--- src/ptd_pkg.sv ---
// Package: shared constants and types of the periodic task dispatcher.
package ptd_pkg;
  localparam int unsigned GROUPS = 2;
  localparam int unsigned TASKS = GROUPS * 32;
  localparam int unsigned IDX_W = $clog2(TASKS);

  localparam logic [1:0] OP_TICK = 2'd0;
  localparam logic [1:0] OP_RUN  = 2'd1;
  localparam logic [1:0] OP_ADD  = 2'd2;
  localparam logic [1:0] OP_DEL  = 2'd3;

  localparam logic [2:0] ST_OK       = 3'd0;
  localparam logic [2:0] ST_RANGE    = 3'd1;
  localparam logic [2:0] ST_PRESENT  = 3'd2;
  localparam logic [2:0] ST_ABSENT   = 3'd3;
  localparam logic [2:0] ST_MISMATCH = 3'd4;
  localparam logic [2:0] ST_MISSED   = 3'd5;
  localparam logic [2:0] ST_LATE     = 3'd6;

  typedef struct packed {
    logic [1:0]  opcode;
    logic [7:0]  task_id;
    logic [15:0] handler_tag;
    logic [15:0] period;
    logic [15:0] start_tick;
  } in_item_t;

  typedef struct packed {
    logic [2:0]  status;
    logic        dispatch_valid;
    logic [7:0]  dispatch_id;
    logic [15:0] dispatch_tag;
    logic        tick_out;
  } out_item_t;
endpackage

--- src/ptd_if.sv ---
// Interface: valid/ready channel carrying one payload struct.
interface ptd_in_if;
  logic               valid;
  logic               ready;
  ptd_pkg::in_item_t  data;
  modport source (output valid, output data, input ready);
  modport sink (input valid, input data, output ready);
endinterface

interface ptd_out_if;
  logic               valid;
  logic               ready;
  ptd_pkg::out_item_t data;
  modport source (output valid, output data, input ready);
  modport sink (input valid, input data, output ready);
endinterface

--- src/periodic_task_dispatcher.sv ---
// Top level: periodic task dispatcher with a table swept one entry a cycle.
// Usage: in_ch carries opcode beats (tick, run, add, delete); out_ch returns
// exactly one result beat per input beat, in order.
// Tick, add, delete and runs in the init phase pass through the read and
// evaluate states to the output state. An update run sweeps all TASKS
// entries, one per cycle, through a shared elapsed-time subtract and compare.
// An execute run scans pending bits one entry per cycle until the lowest
// pending task is found or the last entry has been scanned.
// Add and delete read the task entry in one cycle and write in the next.
// One item is in work at a time; in_ready is low while busy. The result sits
// in an output register; in_ready returns once the result is taken, so a
// stalled receiver holds the block.
// Reset clears tick count, phase and the enable and pending bits; table
// entries that are not enabled are never read, so no clearing pass is needed.
module periodic_task_dispatcher (
  input logic clk,
  input logic rst_n,
  ptd_in_if.sink in_ch,
  ptd_out_if.source out_ch
);
  typedef enum logic [4:0] {
    S_IDLE = 5'b00001,
    S_READ = 5'b00010,
    S_EVAL = 5'b00100,
    S_SWEEP = 5'b01000,
    S_OUT  = 5'b10000
  } state_t;

  localparam logic [1:0] PH_INIT = 2'd0;
  localparam logic [1:0] PH_UPDATE = 2'd1;
  localparam logic [1:0] PH_EXECUTE = 2'd2;

  state_t state_r, state_nxt;
  ptd_pkg::in_item_t item_r;
  ptd_pkg::out_item_t res_r;
  logic [31:0] tick_r;
  logic [1:0] phase_r;
  logic sweep_exec_r;
  logic [ptd_pkg::TASKS-1:0] en_r, pend_r;
  logic [ptd_pkg::IDX_W:0] idx_r;
  logic [ptd_pkg::IDX_W-1:0] ix;

  logic [15:0] per_mem [ptd_pkg::TASKS];
  logic [31:0] start_mem [ptd_pkg::TASKS];
  logic [15:0] tag_mem [ptd_pkg::TASKS];
  logic [15:0] per_q, tag_q;
  logic [31:0] start_q;
  logic [ptd_pkg::IDX_W-1:0] q_idx_r;
  logic q_en_r, q_pend_r;

  logic [31:0] elapsed;
  logic due, half;
  logic wr_en;
  logic [ptd_pkg::IDX_W-1:0] wr_idx;
  logic [15:0] wr_per, wr_tag;
  logic [31:0] wr_start;
  logic in_range;

  assign ix = idx_r[ptd_pkg::IDX_W-1:0];
  assign in_range = {1'b0, item_r.task_id} < 9'(ptd_pkg::TASKS);
  assign in_ch.ready = (state_r == S_IDLE);
  assign out_ch.valid = (state_r == S_OUT);
  assign out_ch.data = res_r;

  // Shared elapsed-time unit.
  assign elapsed = tick_r - start_q;
  assign due = elapsed >= {16'd0, per_q};
  assign half = elapsed >= {17'd0, per_q[15:1]};

  always_ff @(posedge clk) begin
    if (wr_en) begin
      per_mem[wr_idx] <= wr_per;
      start_mem[wr_idx] <= wr_start;
      tag_mem[wr_idx] <= wr_tag;
    end
    per_q <= per_mem[ix];
    start_q <= start_mem[ix];
    tag_q <= tag_mem[ix];
    q_idx_r <= ix;
    q_en_r <= en_r[ix];
    q_pend_r <= pend_r[ix];
  end

  always_comb begin
    wr_en = 1'b0;
    wr_idx = q_idx_r;
    wr_per = per_q;
    wr_tag = tag_q;
    wr_start = start_q + {16'd0, per_q};
    state_nxt = state_r;
    case (state_r)
      S_IDLE: if (in_ch.valid) state_nxt = S_READ;
      S_READ: state_nxt = S_EVAL;
      S_EVAL: begin
        if (item_r.opcode == ptd_pkg::OP_ADD && in_range && !q_en_r) begin
          wr_en = 1'b1;
          wr_per = item_r.period;
          wr_tag = item_r.handler_tag;
          wr_start = {16'd0, item_r.start_tick};
        end
        state_nxt = S_OUT;
        if (item_r.opcode == ptd_pkg::OP_RUN &&
            (phase_r == PH_UPDATE || phase_r == PH_EXECUTE)) state_nxt = S_SWEEP;
      end
      S_SWEEP: begin
        // q_* holds the entry of the previous index.
        if (!sweep_exec_r && q_en_r && due) wr_en = 1'b1;
        if (sweep_exec_r && q_pend_r && due) wr_en = 1'b1;
        if ((sweep_exec_r && q_pend_r) ||
            q_idx_r == ptd_pkg::IDX_W'(ptd_pkg::TASKS - 1)) state_nxt = S_OUT;
      end
      S_OUT: if (out_ch.ready) state_nxt = S_IDLE;
      default: state_nxt = S_IDLE;
    endcase
  end

  always_ff @(posedge clk) begin
    if (!rst_n) begin
      state_r <= S_IDLE;
      tick_r <= '0;
      phase_r <= PH_INIT;
      en_r <= '0;
      pend_r <= '0;
      idx_r <= '0;
    end else begin
      state_r <= state_nxt;
      case (state_r)
        S_IDLE: begin
          item_r <= in_ch.data;
          res_r <= '0;
          idx_r <= {1'b0, in_ch.data.task_id[ptd_pkg::IDX_W-1:0]};
        end
        S_READ: begin
          // Point at entry 0 so the sweep starts with it.
          if (item_r.opcode == ptd_pkg::OP_RUN) idx_r <= '0;
        end
        S_EVAL: begin
          case (item_r.opcode)
            ptd_pkg::OP_TICK: begin
              tick_r <= tick_r + 32'd1;
              res_r.tick_out <= 1'b1;
            end
            ptd_pkg::OP_RUN: begin
              idx_r <= {{ptd_pkg::IDX_W{1'b0}}, 1'b1};
              sweep_exec_r <= (phase_r == PH_EXECUTE);
              if (phase_r == PH_UPDATE) phase_r <= PH_EXECUTE;
              else phase_r <= PH_UPDATE;
            end
            default: begin
              if (!in_range) res_r.status <= ptd_pkg::ST_RANGE;
              else if (item_r.opcode == ptd_pkg::OP_ADD) begin
                if (q_en_r) res_r.status <= ptd_pkg::ST_PRESENT;
                else en_r[q_idx_r] <= 1'b1;
              end else begin
                if (!q_en_r) res_r.status <= ptd_pkg::ST_ABSENT;
                else if (tag_q != item_r.handler_tag)
                  res_r.status <= ptd_pkg::ST_MISMATCH;
                else begin
                  // Entry left stale; disabled entries are never read.
                  en_r[q_idx_r] <= 1'b0;
                  pend_r[q_idx_r] <= 1'b0;
                end
              end
            end
          endcase
        end
        S_SWEEP: begin
          idx_r <= idx_r + 1'b1;
          if (!sweep_exec_r) begin
            if (q_en_r && due) pend_r[q_idx_r] <= 1'b1;
          end else if (q_pend_r) begin
            pend_r[q_idx_r] <= 1'b0;
            if (per_q == 16'd0) en_r[q_idx_r] <= 1'b0;
            res_r.dispatch_valid <= 1'b1;
            res_r.dispatch_id <= 8'(q_idx_r);
            res_r.dispatch_tag <= tag_q;
            res_r.status <= due ? ptd_pkg::ST_MISSED :
                            (half ? ptd_pkg::ST_LATE : ptd_pkg::ST_OK);
          end
        end
        default: ;
      endcase
    end
  end

  a_one_hot: assert property (@(posedge clk) disable iff (!rst_n) $onehot(state_r))
    else $error("state not one-hot");
  a_ready_idle: assert property (@(posedge clk) disable iff (!rst_n)
    (out_ch.valid |-> !in_ch.ready)) else $error("ready while result held");
  a_hold: assert property (@(posedge clk) disable iff (!rst_n)
    (out_ch.valid && !out_ch.ready |=> out_ch.valid && $stable(out_ch.data)))
    else $error("result dropped");
endmodule

--- src/flat_wrapper.sv ---
// flat-port wrapper written by rule: the top's interface ports become plain ports
module periodic_task_dispatcher_flat 
  (clk, rst_n, in_ch_valid, in_ch_data, in_ch_ready, out_ch_valid, out_ch_data, out_ch_ready);
  ptd_in_if in_ch_i ();
  ptd_out_if out_ch_i ();
  input logic clk;
  input logic rst_n;
  input wire logic [$bits(in_ch_i.valid)-1:0] in_ch_valid;
  input wire logic [$bits(in_ch_i.data)-1:0] in_ch_data;
  output wire logic [$bits(in_ch_i.ready)-1:0] in_ch_ready;
  output wire logic [$bits(out_ch_i.valid)-1:0] out_ch_valid;
  output wire logic [$bits(out_ch_i.data)-1:0] out_ch_data;
  input wire logic [$bits(out_ch_i.ready)-1:0] out_ch_ready;
  assign in_ch_i.valid = in_ch_valid;
  assign in_ch_i.data = in_ch_data;
  assign in_ch_ready = in_ch_i.ready;
  assign out_ch_valid = out_ch_i.valid;
  assign out_ch_data = out_ch_i.data;
  assign out_ch_i.ready = out_ch_ready;
  periodic_task_dispatcher u_core (.clk(clk), .rst_n(rst_n), .in_ch(in_ch_i), .out_ch(out_ch_i));
endmodule
--- config.mk ---
export PLATFORM = sky130hd
export DESIGN_NAME = periodic_task_dispatcher_flat
export DESIGN_NICKNAME = d
export VERILOG_FILES = /design/src/ptd_pkg.sv /design/src/ptd_if.sv /design/src/periodic_task_dispatcher.sv /design/src/flat_wrapper.sv
export SDC_FILE = /design/constraint.sdc
export NUM_CORES = 2
export LEC_CHECK = 0
export BUFFER_PORTS_ARGS = -buffer_cell sky130_fd_sc_hd__buf_2
export CORE_MARGIN = 5
export CORE_UTILIZATION = 30
export CTS_BUF_LIST = sky130_fd_sc_hd__clkbuf_8
export DETAILED_ROUTE_END_ITERATION = 12
export PLACE_DENSITY = 0.49
export SYNTH_ARGS = -nofsm -noshare
export SYNTH_HDL_FRONTEND = slang
export SYNTH_SLANG_ARGS = --single-unit
--- constraint.sdc ---
create_clock -name clk -period 8.3 [get_ports clk]
set_clock_uncertainty 0.15 [all_clocks]
set_input_delay 0.83 -clock clk [delete_from_list [all_inputs] [get_ports clk]]
set_output_delay 0.83 -clock clk [all_outputs]
set_load 0.01 [all_outputs]
==> impl_results.md <==
* Routed wire per std cell at 33.02 um
* Setup crit end kind: flip-flop
* Crit-path max FO at 34
* Biggest area consumer among synthesized cells: edfxtp_1
* Power per cell area at 387.4 nW/um2
* Reg clk slew, reported paths at 60 ps
* Largest net degree at the start of global routing at 136
* Die Width at 768.5 um
* RePlAce Congestion at 0.8355
* CTS tree: yes
* CP startpoint kind: flip-flop
* Worst Hold Launch: in_ch_data[39]
* Synth Warn # at 0
* Grt ovf at 0
* R2r setup slk at 850 ps
* CTS max path bufs at 4
* Hold endpoint: u_core.item_r[39]
* Critical R2R Launch: u_core.start_q[1]
* Max-Cap Viols at 0
* Routed wire length at 552.4 mm
* Register area share after synthesis at 75.49%
* Top cell type's share of synthesized area at 72.65%
* Most common cell in the netlist: edfxtp_1
* Slew margin rel. at 5.636%
* CTS Hold Bufs at 72
* Syn avg cell area at 22.07 um2
* Crit-path leading delay family: compound AO/OA/AOI/OAI gates
* Critical path class: reg -> reg
* Worst-margin pin slew at 1411 ps
* Slowest CP cell: o41ai_2
* Worst Reg-to-Reg Cells at 24
* Synth cell types at 80
* Die H at 768.5 um
* H-Tree Depth at 6
* Drt first-iter violations at 10.95k
* I/O pins at 93
* Setup WS pre-CTS at 808.3 ps
* Final setup vio count at 0
* # rows at 278
* Critical path arrival at 8170 ps
* Die area at 590,600 um2
* CP cell instances: inv_1, ha_1, nor2b_1, o31a_1, o41ai_2, o211ai_1, a21o_1, a21oi_1, xnor2_1, ha_1, a21oi_1, nor2b_1, o21ai_0, o211ai_1, nor4_2, nand3_1, a2111o_1, a2111oi_4, nand4_2, a31oi_4, buf_12, buf_4, nor2_4, buf_4
* Area Overhead vs Synth at 15.35%
* Critical path required time at 9020 ps
* Post-CTS sizing at 0
* Root Buffer: clkbuf_8
* # fillers at 53.19k
* Drt drc at 0
* TritonCTS Buffers at 734
* Fin Setup TNS at 0 ps
* Critical path origin: u_core.start_q[1]
* Hold Violations, Final at 0
* Yosys reg bits at 4,421
* Routed Antenna Nets at 1
* Fraction of layout cells with a size suffix above 1 at 30.39%
* Run status: finished, violations left
* Slowest stage delay, CP at 560 ps
* Worst r2r dst: u_core.tag_mem[9][14]
* Most instantiated cells after synthesis: edfxtp_1, mux4_2, nor2_1
* First-pass GRT wire length at 753.7 mm
* Synth Instances at 7,820
* Antenna violations before repair at 79
* Critical path buffers and inverters at 4
* Starting Density at 30.11%
* Maximum VDD drop at 0.5058 mV
* Failing checks: antenna violations
* Final Net Count at 8,702
* RSZ-0062 raised after global routing: false
* Period utilization at 89.78%
* Synth Cell Area at 172,600 um2
* Hold Crit Class: in -> reg
* FFs w/ async S/R, synth at 0%
* Predominant post-synthesis flop cell: edfxtp_1
* Core area at 573,200 um2
* Number of synthesized flops with an enable pin at 4,176
* All-layer global routing usage at 18.25%
* Worst Slack Setup Final at 848.7 ps
* Fmax at 134.2 MHz
* Shortest period the worst path allows at 7451 ps
* Slew Limit Fails at 0
* DP Wirelength at 337.7 mm
* Hold Crit Depth at 2
* Via/cell ratio at 5.227
* IO buf count at 90
* Vias after detailed routing at 87.43k
* 1st-pass router iterations at 7
* Lkg Pwr at 60.90 nW
* Clock sink count at 4,421
* Insertion delay to the later sink of the worst-skew pair at 1280 ps
* Post-CTS Setup Bufs at 0
* Number of global-route vias before repair at 89.11k
* Largest cells by area after synthesis: edfxtp_1, mux4_2, dfxtp_1
-- cell families after synthesis --
logic type	share of synthesized area [%]
other cells	0.002173
simple gates	2.023
fa+ha+maj	0.6176
xor+xnor	0.4719
buf+inv	1.159
flops	75.49
mux	18.13
compound gates	2.104
-- cells in the final DEF, fill, tap and decap left out, types with 43 or more instances in the layout --
cell,synthesis,final
clkinv_2,0,64
nand2_1,200,200
dlygate4sd3_1,0,72
mux4_2,1386,1386
ha_1,82,82
a21boi_0,67,67
clkbuf_8,0,756
inv_1,69,321
buf_2,7,90
edfxtp_1,4176,4176
buf_12,0,96
nand3_1,43,43
nor2_1,312,232
o21ai_0,193,177
dfxtp_1,245,239
nor2_4,0,78
xnor2_1,57,57
a221o_1,65,65
a21oi_1,150,136
clkinv_1,0,176
buf_4,5,168
-- layout make-up --
cell class | instances | area (um2) | share of cell area [%]
Sequential cell | 4421 | 130300 | 65.46
Multi-Input combinational cell | 2902 | 41330 | 20.76
Timing Repair Buffer | 426 | 4354 | 2.187
Clock buffer | 756 | 10410 | 5.226
Clock inverter | 558 | 2875 | 1.444
Inverter | 71 | 266.5 | 0.1339
Tap cell | 7560 | 9459 | 4.751
Antenna cell | 34 | 85.08 | 0.04273
-- power by group --
part | switching [mW] | internal [mW] | total [mW]
sequential | 0.670 | 30.8 | 31.5
combinational | 19.7 | 8.18 | 27.9
clock | 8.95 | 8.80 | 17.7
total | 29.3 | 47.8 | 77.1
-- sequential cells by signal (all words and copies together) (netlist names), named ones only --
signal / flops
u_core.idx_r: 6
u_core.item_r: 52
u_core.out_ch.data: 27
u_core.per_mem: 1024
u_core.per_q: 16
u_core.phase_r: 2
u_core.q_en_r: 1
u_core.q_idx_r: 6
u_core.q_pend_r: 1
u_core.start_mem: 2048
u_core.start_q: 32
u_core.state_r: 5
u_core.sweep_exec_r: 1
u_core.tag_mem: 1024
u_core.tag_q: 16
u_core.tick_r: 32
-- through the flow --
stage	instance area, um2	cells	hold WS, ps	power, mW	util [%]
final	199100	16730	154.1	77.14	34.73
after global routing	199100	16710	102.1	79.89	34.73
after CTS	199000	16690	9.345	77.98	34.72
after detailed placement	185000	15310	318.8	60.14	32.28
after global placement	185000	15310	306.7	59.76	32.28
after floorplan	172600	7821	179.0	45.56	-
-- metal layers --
| layer | part of all wire, % | routed length, um | vias up | GRT usage [%] |
|---|---|---|---|---|
| li1 | - | - | 34670 | - |
| met1 | 42 | 231300 | 47970 | 25.35 |
| met3 | 9.0 | 49960 | 777 | 4.529 |
| met4 | 2.5 | 14070 | 38 | 4.787 |
| met5 | 0.044 | 244 | - | 0 |
| met2 | 46 | 256800 | 3985 | 28.70 |
-- worst reg2reg max path, stage by stage (launching register included) --
cell and delay, ps:
dfxtp_1 400, inv_1 110, ha_1 300, nor2b_1 140
o31a_1 280, o41ai_2 560, o211ai_1 360, a21o_1 260
a21oi_1 170, xnor2_1 170, ha_1 290, a21oi_1 170
nor2b_1 60, o21ai_0 340, o211ai_1 180, nor4_2 340
nand3_1 120, a2111o_1 430, a2111oi_4 300, nand4_2 330
a31oi_4 300, buf_12 280, buf_4 460, nor2_4 190
buf_4 400
-- worst max-delay path by stage --
stage                                  end  cells past startpoint
floorplan            u_core.per_mem[12][0]                     22
detailed placement  u_core.start_mem[9][6]                     24
global placement    u_core.start_mem[9][8]                     24
CTS                  u_core.tag_mem[9][14]                     24
global route         u_core.tag_mem[9][14]                     24
finish               u_core.tag_mem[9][14]                     24
Power figures use the tool's default switching activity.
